<file path="src/sv/cvit_ram.sv">
// ============================================================================
// cvit_ram
// Generic simple dual-port RAM: one write port, one read port, registered read.
// ============================================================================
module cvit_ram #(
    parameter int WIDTH = 8,
    parameter int DEPTH = 16
) (
    input  logic                     i_clk,
    input  logic                     i_we,
    input  logic [$clog2(DEPTH)-1:0] i_waddr,
    input  logic [WIDTH-1:0]         i_wdata,
    input  logic [$clog2(DEPTH)-1:0] i_raddr,
    output logic [WIDTH-1:0]         o_rdata
);

    logic [WIDTH-1:0] r_mem [DEPTH];
    logic [WIDTH-1:0] r_rdata;

    always_ff @(posedge i_clk) begin
        if (i_we) begin
            r_mem[i_waddr] <= i_wdata;
        end
        r_rdata <= r_mem[i_raddr];
    end

    assign o_rdata = r_rdata;

endmodule

</file>
<file path="config.mk">
export PLATFORM = sky130hd
export DESIGN_NAME = cvit_ram
export DESIGN_NICKNAME = d
export VERILOG_FILES = /design/src/sv/cvit_ram.sv
export SDC_FILE = /design/constraint.sdc
export NUM_CORES = 1
export LEC_CHECK = 0
export ABC_AREA = 1
export BUFFER_PORTS_ARGS = -buffer_cell sky130_fd_sc_hd__buf_2
export CORE_UTILIZATION = 40
export CTS_CLUSTER_DIAMETER = 80
export DETAILED_ROUTE_END_ITERATION = 6
export HOLD_SLACK_MARGIN = 0.15
export PLACE_DENSITY = 0.55
export SLEW_MARGIN = 20
export SYNTH_ARGS = -nofsm -noshare
export SYNTH_HDL_FRONTEND = slang
export SYNTH_SLANG_ARGS = --single-unit
</file>
<file path="constraint.sdc">
create_clock -name i_clk -period 2 [get_ports i_clk]
set_input_delay 0.3 -clock i_clk [delete_from_list [all_inputs] [get_ports i_clk]]
set_output_delay 0.3 -clock i_clk [all_outputs]
set_load 0.03 [all_outputs]
</file>
# ---- Word level (Yosys, flattened, before mapping)
# Memories as Yosys holds them, arrays and structs flattened. A register that Yosys moved wholly into a read port is not among the register bits.
# Cells that the tools add are included.
dict set report word_totals {
  mem_count 1
  input_bits 18
  ram_bits 128
  reg_bits 0
  wordCells 3
}
# memory words word_bits read_ports rd_ports_with_merged_regs wr line
set mem_list {}
lappend mem_list {r_mem 16 8 1 1 1 17} ;# logic [WIDTH-1:0] r_mem [DEPTH];
dict set report classes {
  mux 2
}
# cell count
set ops {}
lappend ops {{$mux W1} 2}

# ---- Depth between registers and ports, before layout
dict set report logic_depth {
  ltp_word 2
  ltp_mapped 8
  mapped_depth_nobuf 7
}

# ---- Worst setup path after synthesis
# No wires, ideal clock.
dict set report synth_timing {
  path_kind {input -> register}
  startpoint {in i_waddr[2]}
  endpoint {mem r_mem[10][0], enable pin}
  path_stages 2
  setup_time_ns 0.370
  path_slack_ns 0.749
  required_time_ns 1.630
  n_path_buf 0
  arrival_time_ns 0.881
  path_cell_list {nand3b_1 > nor2_1}
}
# item line
set synth_lines {}
lappend synth_lines {{start: declaration} 11} ;# input logic [$clog2(DEPTH)-1:0] i_waddr,
lappend synth_lines {{end: declaration} 17}
# Straight into the memory's write port.

==> results.sh <==
export IMPL_status="finished, final reports clean"
export IMPL_cts_path_max_buffers=2
export IMPL_yosysTopAreaCellShare=0.667
export IMPL_core_area_sq_um=14000
export IMPL_worst_pin_slew_ps=789
export IMPL_diodes=0
export IMPL_relSlewSlack=0.472
export IMPL_worst_slack_ps=735
export IMPL_ir_worst_vdd_mv=0.588
export IMPL_grt_busiest_layer="met2"
export IMPL_syn_nets=569
export IMPL_finalClockSkew_ps=6.07
export IMPL_gp_congestion=0.744
export IMPL_grt_overflow=0
export IMPL_synth_top_family_by_area="simple AND/OR/NAND/NOR gates"
export IMPL_cp_data_arrival_time_ps=1620
export IMPL_hpwl_mm=8.18
export IMPL_cp_slowest_stage_delay_ps=390
export IMPL_synthTopCellsByArea="edfxtp_1, nand2_1, nand3_1"
export IMPL_via_per_inst=4.86
export IMPL_cts_resized=0
export IMPL_finalNetCount=607
export IMPL_vias=3799
export IMPL_worst_setup_path_end_kind="register"
export IMPL_synth_adder_area_share=0
export IMPL_placed_area_sq_um=6100
export IMPL_finalSetupViolations=0
export IMPL_path_common_cell="nand3_1"
export IMPL_synthXorXnorAreaFrac=0
export IMPL_path_class="primary input to register"
export IMPL_grt_setup_unrepaired="no"
export IMPL_ant_nets=0
export IMPL_worstPathCellList="buf_2 -> inv_1 -> nand3_1 -> nand3_1 -> nand2_1"
export IMPL_routed_wl_mm=13.3
export IMPL_drive_above_1_share=0.120
export IMPL_r2r_setup_slack_ps=890
export IMPL_synth_compound_area_frac=0
export IMPL_cts_made_buffers=17
export IMPL_post_cts_buffers=0
export IMPL_syn_to_final_growth_pct=16.0
export IMPL_synth_seq_cells=136
export IMPL_whs_ps=264
export IMPL_antenna_found_initial=0
export IMPL_synthCells=551
export IMPL_io_pin_count=26
export IMPL_initial_core_util=0.412
export IMPL_final_period_utilization=0.633
export IMPL_cts_tree="built"
export IMPL_yosysWarnings=0
export IMPL_clock_latency_ps=410
export IMPL_cap_violations=0
export IMPL_met2_usage=0.305
export IMPL_grt_pass1_wl_mm=21.0
export IMPL_start_kind="primary input"
export IMPL_mostFrequentLayoutCells="nand2_1, edfxtp_1, inv_1"
export IMPL_die_h_microns=122
export IMPL_yosys_cell_types_count=12
export IMPL_rows=43
export IMPL_grtUsageMet1=0.269
export IMPL_cts_hold_buf=0
export IMPL_place_port_buffers=25
export IMPL_cts_root_buffer_cell="clkbuf_16"
export IMPL_clock_sinks=136
export IMPL_grt_max_degree=44
export IMPL_synth_mux_area_frac=0
export IMPL_hold_viol_final=0
export IMPL_seq_area_frac_synth=0.694
export IMPL_path_max_fanout=17
export IMPL_die_x_microns=122
export IMPL_finalCriticalPeriod_ps=1270
export IMPL_drt_iter0_drc=316
export IMPL_finalMaxSlewViolations=0
export IMPL_track_usage=0.199
export IMPL_p_leak_nw=2.90
export IMPL_crit_slowest_cell="inv_1"
export IMPL_cp_required_ps=2350
export IMPL_cts_htree_levels=4
export IMPL_die_area_sq_um=14900
export IMPL_hold_class="primary input to register"
export IMPL_grt_pass1_vias=3713
export IMPL_gr_usage_met3=0.0562
export IMPL_path_clk_slew_ps=60
export IMPL_wl_per_cell_microns=17.1
export IMPL_avgSynthCellArea_sq_um=10.5
export IMPL_pre_cts_ws_ps=347
export IMPL_finalSetupTns_ps=0
export IMPL_syn_cell_area_sq_um=5770
export IMPL_finish_instance_area_sq_um=6690
export IMPL_synthSimpleGateAreaFrac=0.210
export IMPL_power_density_nw_per_um2=1010
export IMPL_final_common_cell="nand2_1"
export IMPL_drc_errors=0
export IMPL_yosysTopAreaCell="edfxtp_1"
export IMPL_max_freq_mhz=790
export IMPL_dr_pass1_iters=5
[cells in the mapped netlist]
library cell    n
nand2_1       173
buf_2          13
edfxtp_1      128
inv_1         100
dfxtp_1         8
nand3b_1        2
nor2_1         17
nand3_1        97
buf_1           1
buf_4           4
buf_6           6
inv_2           2
[stage by stage]
step / power [W] / std cells / util
final: 0.00679 / 781 / 0.478
after global routing: 0.00701 / 781 / 0.478
after CTS: 0.00683 / 781 / 0.478
after detailed placement: 0.00369 / 750 / 0.436
after global placement: 0.00368 / 750 / 0.436
after floorplan: 0.00352 / 551 / -
[worst paths after layout]
check / startpoint / endpoint / cells past startpoint
worst max register to register: r_mem[0][6] / o_rdata[6] / 6
worst max-delay path: i_raddr[2] / o_rdata[6] / 5
worst min-delay path: i_raddr[3] / o_rdata[7] / 3
worst min register to register: r_mem[12][2] / o_rdata[2] / 6
[power breakdown]
part | internal [W] | leakage, nW | total [W] | switching (W)
sequential | 0.00319 | 1.22 | 0.00321 | 0.0000188
clock | 0.00207 | 0.290 | 0.00316 | 0.00110
combinational | 0.000112 | 1.39 | 0.000421 | 0.000309
[layer usage]
metal / share of wire / wire, microns / vias to the layer above
met4: 0.020 / 263 / 0
met1: 0.45 / 6000 / 1807
met2: 0.46 / 6200 / 122
li1: - / - / 1848
met5: 0 / 0 / -
met3: 0.066 / 876 / 22
[final cells by class]
class | instances | area [sq um]
clock buffers | 21 | 440
clock inverters | 10 | 153
fillers | 1256 | 7300
inverters | 102 | 383
multi-input cells | 289 | 1210
flip-flops and latches | 136 | 4000
well taps | 180 | 225
repair buffers | 43 | 273
[sequential cells by signal, summed over array words and instances, names as in the netlist]
| signal | flops |
|---|---|
| o_rdata | 8 |
| r_mem | 128 |
[cells by family (layout without fill, tap and decap cells)]
kind of cell	count (synthesis)	count (layout)
buffers and inverters	126	176
and+or+nand+nor	289	289
DFF	136	136
[critical path: cells and delay by family]
family / cells / cell delay (ps)
AND/OR/NAND/NOR: 3 / 570
buffers and inverters: 2 / 730
Power figures use the tool's default switching activity.
