<file path="src/sv/cvit_pkg.sv">
// ============================================================================
// cvit_pkg
// Shared types and constants for the conserved-region Viterbi segmenter.
// ============================================================================
package cvit_pkg;

    localparam int MAX_COLUMNS_DEF = 4096;

    // Widths of the fixed result fields
    localparam int OUT_W   = 13;
    localparam int TOTAL_W = 31;
    localparam int SCORE_W = 32;
    localparam int REG_W   = 16;
    localparam int CFG_IDX_W = 3;

    localparam logic [7:0] GAP_CHAR = 8'h2D;

    // Configuration register indexes
    localparam logic [CFG_IDX_W-1:0] CFG_GAP_OPEN   = 3'd0;
    localparam logic [CFG_IDX_W-1:0] CFG_GAP_EXTEND = 3'd1;
    localparam logic [CFG_IDX_W-1:0] CFG_MATCH      = 3'd2;
    localparam logic [CFG_IDX_W-1:0] CFG_MISMATCH   = 3'd3;
    localparam logic [CFG_IDX_W-1:0] CFG_BOUND_MODE = 3'd4;

    // Reset values of the configuration registers
    localparam logic signed [REG_W-1:0] GAP_OPEN_RST   = -16'sd1500;
    localparam logic signed [REG_W-1:0] GAP_EXTEND_RST = -16'sd50;
    localparam logic signed [REG_W-1:0] MATCH_RST      = 16'sd102;
    localparam logic signed [REG_W-1:0] MISMATCH_RST   = -16'sd91;

    // Bound combining modes
    localparam logic [1:0] BM_NONE      = 2'd0;
    localparam logic [1:0] BM_INTERSECT = 2'd1;
    localparam logic [1:0] BM_UNION     = 2'd2;

    localparam logic [TOTAL_W-1:0] TOTAL_MAX = {TOTAL_W{1'b1}};

    // Result of one forward recursion step
    typedef struct packed {
        logic                      skip;     // both rows are gaps
        logic signed [SCORE_W-1:0] score_c;
        logic signed [SCORE_W-1:0] score_n;
        logic [1:0]                bp;       // bit0: C predecessor, bit1: N predecessor
    } t_fwd_res;

endpackage

</file>
<file path="src/sv/cvit_fwd.sv">
// ============================================================================
// cvit_fwd
// One column of the two-state Viterbi recursion with saturating scores.
// ============================================================================
module cvit_fwd (
    input  logic [7:0]                                   i_base_a,
    input  logic [7:0]                                   i_base_b,
    input  logic signed [cvit_pkg::SCORE_W-1:0]          i_score_c,
    input  logic signed [cvit_pkg::SCORE_W-1:0]          i_score_n,
    input  logic signed [cvit_pkg::REG_W-1:0]            i_gap_open,
    input  logic signed [cvit_pkg::REG_W-1:0]            i_gap_extend,
    input  logic signed [cvit_pkg::REG_W-1:0]            i_match,
    input  logic signed [cvit_pkg::REG_W-1:0]            i_mismatch,
    output cvit_pkg::t_fwd_res                           o_res
);
    import cvit_pkg::*;

    localparam int WW = SCORE_W + 2;
    localparam logic signed [WW-1:0] SAT_MAX = 34'sd2147483647;
    localparam logic signed [WW-1:0] SAT_MIN = -34'sd2147483648;

    function automatic logic is_base(input logic [7:0] c);
        return (c == 8'h41) || (c == 8'h43) || (c == 8'h47) || (c == 8'h54);
    endfunction

    function automatic logic signed [WW-1:0] clamp(input logic signed [WW-1:0] v);
        logic signed [WW-1:0] r;
        r = v;
        if (v > SAT_MAX) r = SAT_MAX;
        if (v < SAT_MIN) r = SAT_MIN;
        return r;
    endfunction

    logic signed [REG_W-1:0] w_col;
    logic signed [WW-1:0]    w_cn, w_nc, w_go;
    logic signed [WW-1:0]    w_c_via_n, w_n_via_c;
    logic signed [WW-1:0]    w_c_best, w_n_best;
    logic signed [WW-1:0]    w_c_new, w_n_sat, w_c_sat;
    logic                    w_bp_c, w_bp_n;

    always_comb begin
        if (i_base_a == GAP_CHAR || i_base_b == GAP_CHAR) begin
            w_col = i_gap_extend;
        end else if (is_base(i_base_a) && is_base(i_base_b)) begin
            w_col = (i_base_a == i_base_b) ? i_match : i_mismatch;
        end else begin
            w_col = '0;
        end
    end

    assign w_cn = WW'(i_score_c);
    assign w_nc = WW'(i_score_n);
    assign w_go = WW'(i_gap_open);

    assign w_c_via_n = w_nc + w_go;
    assign w_n_via_c = w_cn + w_go;

    // Staying in C needs a strictly greater score; a tie takes the path from N
    assign w_bp_c   = !(w_cn > w_c_via_n);
    assign w_c_best = w_bp_c ? w_c_via_n : w_cn;
    assign w_c_new  = w_c_best + WW'(w_col);

    assign w_bp_n   = !(w_n_via_c > w_nc);
    assign w_n_best = w_bp_n ? w_nc : w_n_via_c;

    assign w_c_sat = clamp(w_c_new);
    assign w_n_sat = clamp(w_n_best);

    assign o_res.skip    = (i_base_a == GAP_CHAR) && (i_base_b == GAP_CHAR);
    assign o_res.score_c = w_c_sat[SCORE_W-1:0];
    assign o_res.score_n = w_n_sat[SCORE_W-1:0];
    assign o_res.bp      = {w_bp_n, w_bp_c};

endmodule

</file>
<file path="config.mk">
export PLATFORM = sky130hd
export DESIGN_NAME = cvit_fwd
export DESIGN_NICKNAME = d
export VERILOG_FILES = /design/src/sv/cvit_pkg.sv /design/src/sv/cvit_fwd.sv
export SDC_FILE = /design/constraint.sdc
export NUM_CORES = 1
export LEC_CHECK = 0
export ABC_AREA = 1
export BUFFER_PORTS_ARGS = -buffer_cell sky130_fd_sc_hd__buf_2
export CORE_ASPECT_RATIO = 1.5
export CORE_UTILIZATION = 63
export DETAILED_ROUTE_END_ITERATION = 6
export PLACE_DENSITY = 0.91
export SLEW_MARGIN = 30
export SYNTH_ARGS = -nofsm -noshare
export SYNTH_HDL_FRONTEND = slang
export SYNTH_SLANG_ARGS = --single-unit
</file>
<file path="constraint.sdc">
create_clock -name vclk -period 8.1
set_input_delay 0.405 -clock vclk [all_inputs]
set_output_delay 0.405 -clock vclk [all_outputs]
set_load 0.005 [all_outputs]
</file>
Yosys cells after proc, flatten, opt, wreduce, memory -nomap -nowiden
Cells that the tools add are included.

Flip-flop bits (word level): 0. Bits of input ports: 144. Output and inout port bits: 67.

Add/subtract/negate cells: 3. $lt $le $gt $ge: 6. Eq/ne operators: 11. Muxes and demuxes: 9. Reduce and logical (&&, ||, !) cells: 11.

Operators with widths (number): $mux 32 (4); $gt 34x32->1 const B (2); $lt 34x32->1 const B (2); $mux 34 (2); $add 32x16->33 (2); $eq 8x7->1 const B (8); $mux 16 (3); $add 34x16->34 (1); $gt 32x33->1 (1); $gt 33x32->1 (1); $eq 8x6->1 const B (2); $eq 8x8->1 (1); $logic_or 1x1->1 (7); $logic_and 1x1->1 (2); $logic_not 1->1 (2).

Logic depth before layout (Yosys ltp)
Depth after elaboration: 11. Gate-level depth with buffers: 41. Gate-level depth less buffers: 39.

Least setup slack after synthesis
Ideal clock, no wire load.

Kind: in2out. Start: in i_score_n[0] (netlist bit). End: out o_res[62] (netlist bit). Arrival time: 5.098 ns. Setup slack: 2.597 ns. Cell stages on the path: 38. Path through: ha_1 > fa_1 > nand3_1 > nand2_1 > a21oi_1 > inv_1 > nand2_1 > nand3_1 > nand2_1 > nand2_1 > xor2_1 > inv_1 > ha_1 > nand2_1 > nor3_1 > nand2_1 > nor2_1 > nand4_1 > [... 2 more ...] > nand2_1 > clkbuf_1 > o21ai_0 > fa_1 > nand3_1 > nand2_1 > nand3_1 > nand2_1 > nand2_1 > nand2_1 > nand2_1 > nand2_1 > nand2_1 > nand2_1 > nand2_1 > nand2_1 > buf_4 > a21oi_1.

RTL lines: start, declared (line cvit_fwd.sv:9) `input logic signed [cvit_pkg::SCORE_W-1:0] i_score_n,`; end, declared (line cvit_fwd.sv:14) `output cvit_pkg::t_fwd_res o_res`.

==> key figures <==
Outcome
  • Status: finished, final reports clean

Synthesis
  • Unique cell type count in the Yosys netlist: 48
  • Register area share after synthesis: 0%
  • Area contributors post-synth: nand2_1, ha_1, inv_1
  • Cell area after synthesis: 9740 um^2
  • Syn Inst Count: around 1800
  • Avg Synthesized Cell Area: between 5 and 6 um^2
  • Post-Syn Nets: 2107
  • Commonest cells post-synth: nand2_1, inv_1, a21oi_1
  • Most common cell in the netlist: nand2_1
  • Synth warnings: 0
  • Synth area leader: nand2_1
  • Top-area cell type share of the netlist area: 23.4%

Worst hold path
  • Hold WC Path Type: in -> out
  • Hold path depth: 4

Cells and area
  • Post-layout instance area: 10900 um^2
  • Diode count: 0
  • Sequential Area: 0 um^2
  • Share of cells above drive strength 1: 13.6%
  • Fillers: 1388
  • Seq Cell Count: 0
  • Final net count: 2294
  • Clkbuf count: 0
  • Area grow syn2layout: 11.7%

Critical path
  • Launch point of the worst path: i_gap_open[15]
  • Crit path to: o_res[36]
  • Most used cell, CP: nand2_1
  • Worst Path Required: 7.70 ns
  • Crit path kind: in -> out
  • Slowest stage delay, CP: 0.57 ns
  • Largest fanout on the critical path: 40
  • Startpoint types: primary input
  • Worst setup EP type: output port
  • Arr. time, crit path: ~7.0 ns
  • CP max-delay cell: o21ai_1

Routing
  • Per-cell routed wire length: 16.2 um
  • Via count: 12700
  • Vias per cell: just under 6
  • Final WL: 35.3 mm
  • DRT Pass-1 Iters: 5
  • Detailed-route DRC error count: 0
  • Detailed Route Iter0 Violations: 1085
  • Detail Route Antenna Nets: 0

Clocking
  • Postcts setup bufs: 0
  • Resized cells post-CTS: 0
  • Hold buffer count at cts: 0

Global route
  • Total gr overflow: 0
  • Antenna violations before repair: 0
  • Total track usage: between 40% and 50%
  • First-pass GRT wire length: approximately 55 mm
  • Vias in the first global route: 12100
  • Largest net degree at the start of global routing: 49

Place
  • Post-DP HPWL: 30.5 mm
  • RD Place Congestion: between 1 and 1.5
  • Buffers added on ports: 211
  • Dpl cell area: 10900 um^2

STA
  • Slew headroom: 36.7%
  • Crit path time final: 7.37 ns
  • RSZ-0062 raised after global routing: no
  • Worst-margin pin slew: roughly 0.94 ns
  • Final-report setup violation count: 0
  • Max Slew Vio Count: 0
  • Final period utilization: 91.0%
  • Fmax: approximately 140 MHz
  • Setup TNS: 0 ns
  • Count of final hold-check violations: 0

Floorplan
  • Core area: 15100 um^2
  • Starting Density: 64.6%
  • Die Area: ~16000 um^2
  • Die Y: between 150 and 200 um
  • Top Ports: between 200 and 250
  • # rows: 55
  • Die W: 104 um

Run
  • Max Cap Viol: 0

Pwr
  • Leak: 0.00643 uW
  • Max VDD drop: approximately 0.0002 V
  • Power density over the cells: 146 nW/um^2
-- placed cells by master, fill, tap and decap left out, types with 17 or more instances in the layout --
cell type / count
xnor2_1: 30
buf_2: 211
nor3_1: 24
a21oi_1: 164
xor2_1: 51
inv_1: 254
nand3_1: 73
nand2_2: 19
nand4_1: 17
nor2_1: 127
o21ai_1: 21
o21ai_0: 95
ha_1: 163
nand2_1: 605
-- power breakdown --
group          total (uW)  internal [uW]  switching [uW]
logic                1590            589            1000
clock network           0              0               0
registers               0              0               0
-- logic make-up after synthesis --
kind of cell               Yosys count  share of synthesized area [%]
buffers and inverters              290                           12.2
and+or+nand+nor                    903                           38.4
xor gates and xnor gates            81                           7.29
AOI/OAI and AO/OA                  357                           20.6
adders and majority gates          166                           21.6
-- stage by stage --
step                hold WS, ns  setup WS [ns]  util, %  cells  power (uW)
floorplan                 0.930           2.60        -   1797        1100
global placement           1.18           1.01     72.1   2181        1510
detailed placement         1.23          0.846     72.1   2181        1550
CTS                        1.23          0.840     72.1   2181        1560
global route               1.23          0.112     72.2   2181        1780
finish                     1.23          0.727     72.2   2181        1590
-- worst min-delay path by stage --
stage,from,to,slack [ns]
2_1_floorplan,i_base_a[5],o_res[66],0.93
3_3_place_gp,i_base_a[3],o_res[66],1.18
3_5_place_dp,i_base_a[3],o_res[66],1.23
4_1_cts,i_base_a[3],o_res[66],1.23
5_1_grt,i_base_a[3],o_res[66],1.23
6_report,i_base_a[3],o_res[66],1.23
-- cell type report --
| class | count | area [um^2] | area share (%) |
|---|---|---|---|
| inverter | 260 | 976 | 8.97 |
| multi-input combinational | 1507 | 8560 | 78.7 |
| tap | 199 | 249 | 2.29 |
| timing repair buffer | 215 | 1090 | 9.99 |
-- critical path: cells and delay by family --
kind | cells | cell delay (ns)
fa+ha+maj | 3 | 1.05
buf+inv | 4 | 1.04
simple gates | 19 | 2.60
xor+xnor | 1 | 0.20
compound gates | 6 | 1.64
-- per-layer routing --
metal  GRT usage (%)  part of all wire (%)  vias up
met5               0                     0        -
met1            42.8                    36     5645
met4            32.1                   8.4        0
met2            79.6                    50      591
met3            3.71                   5.0      203
li1                -                     -     6274
Power figures use the tool's default switching activity.
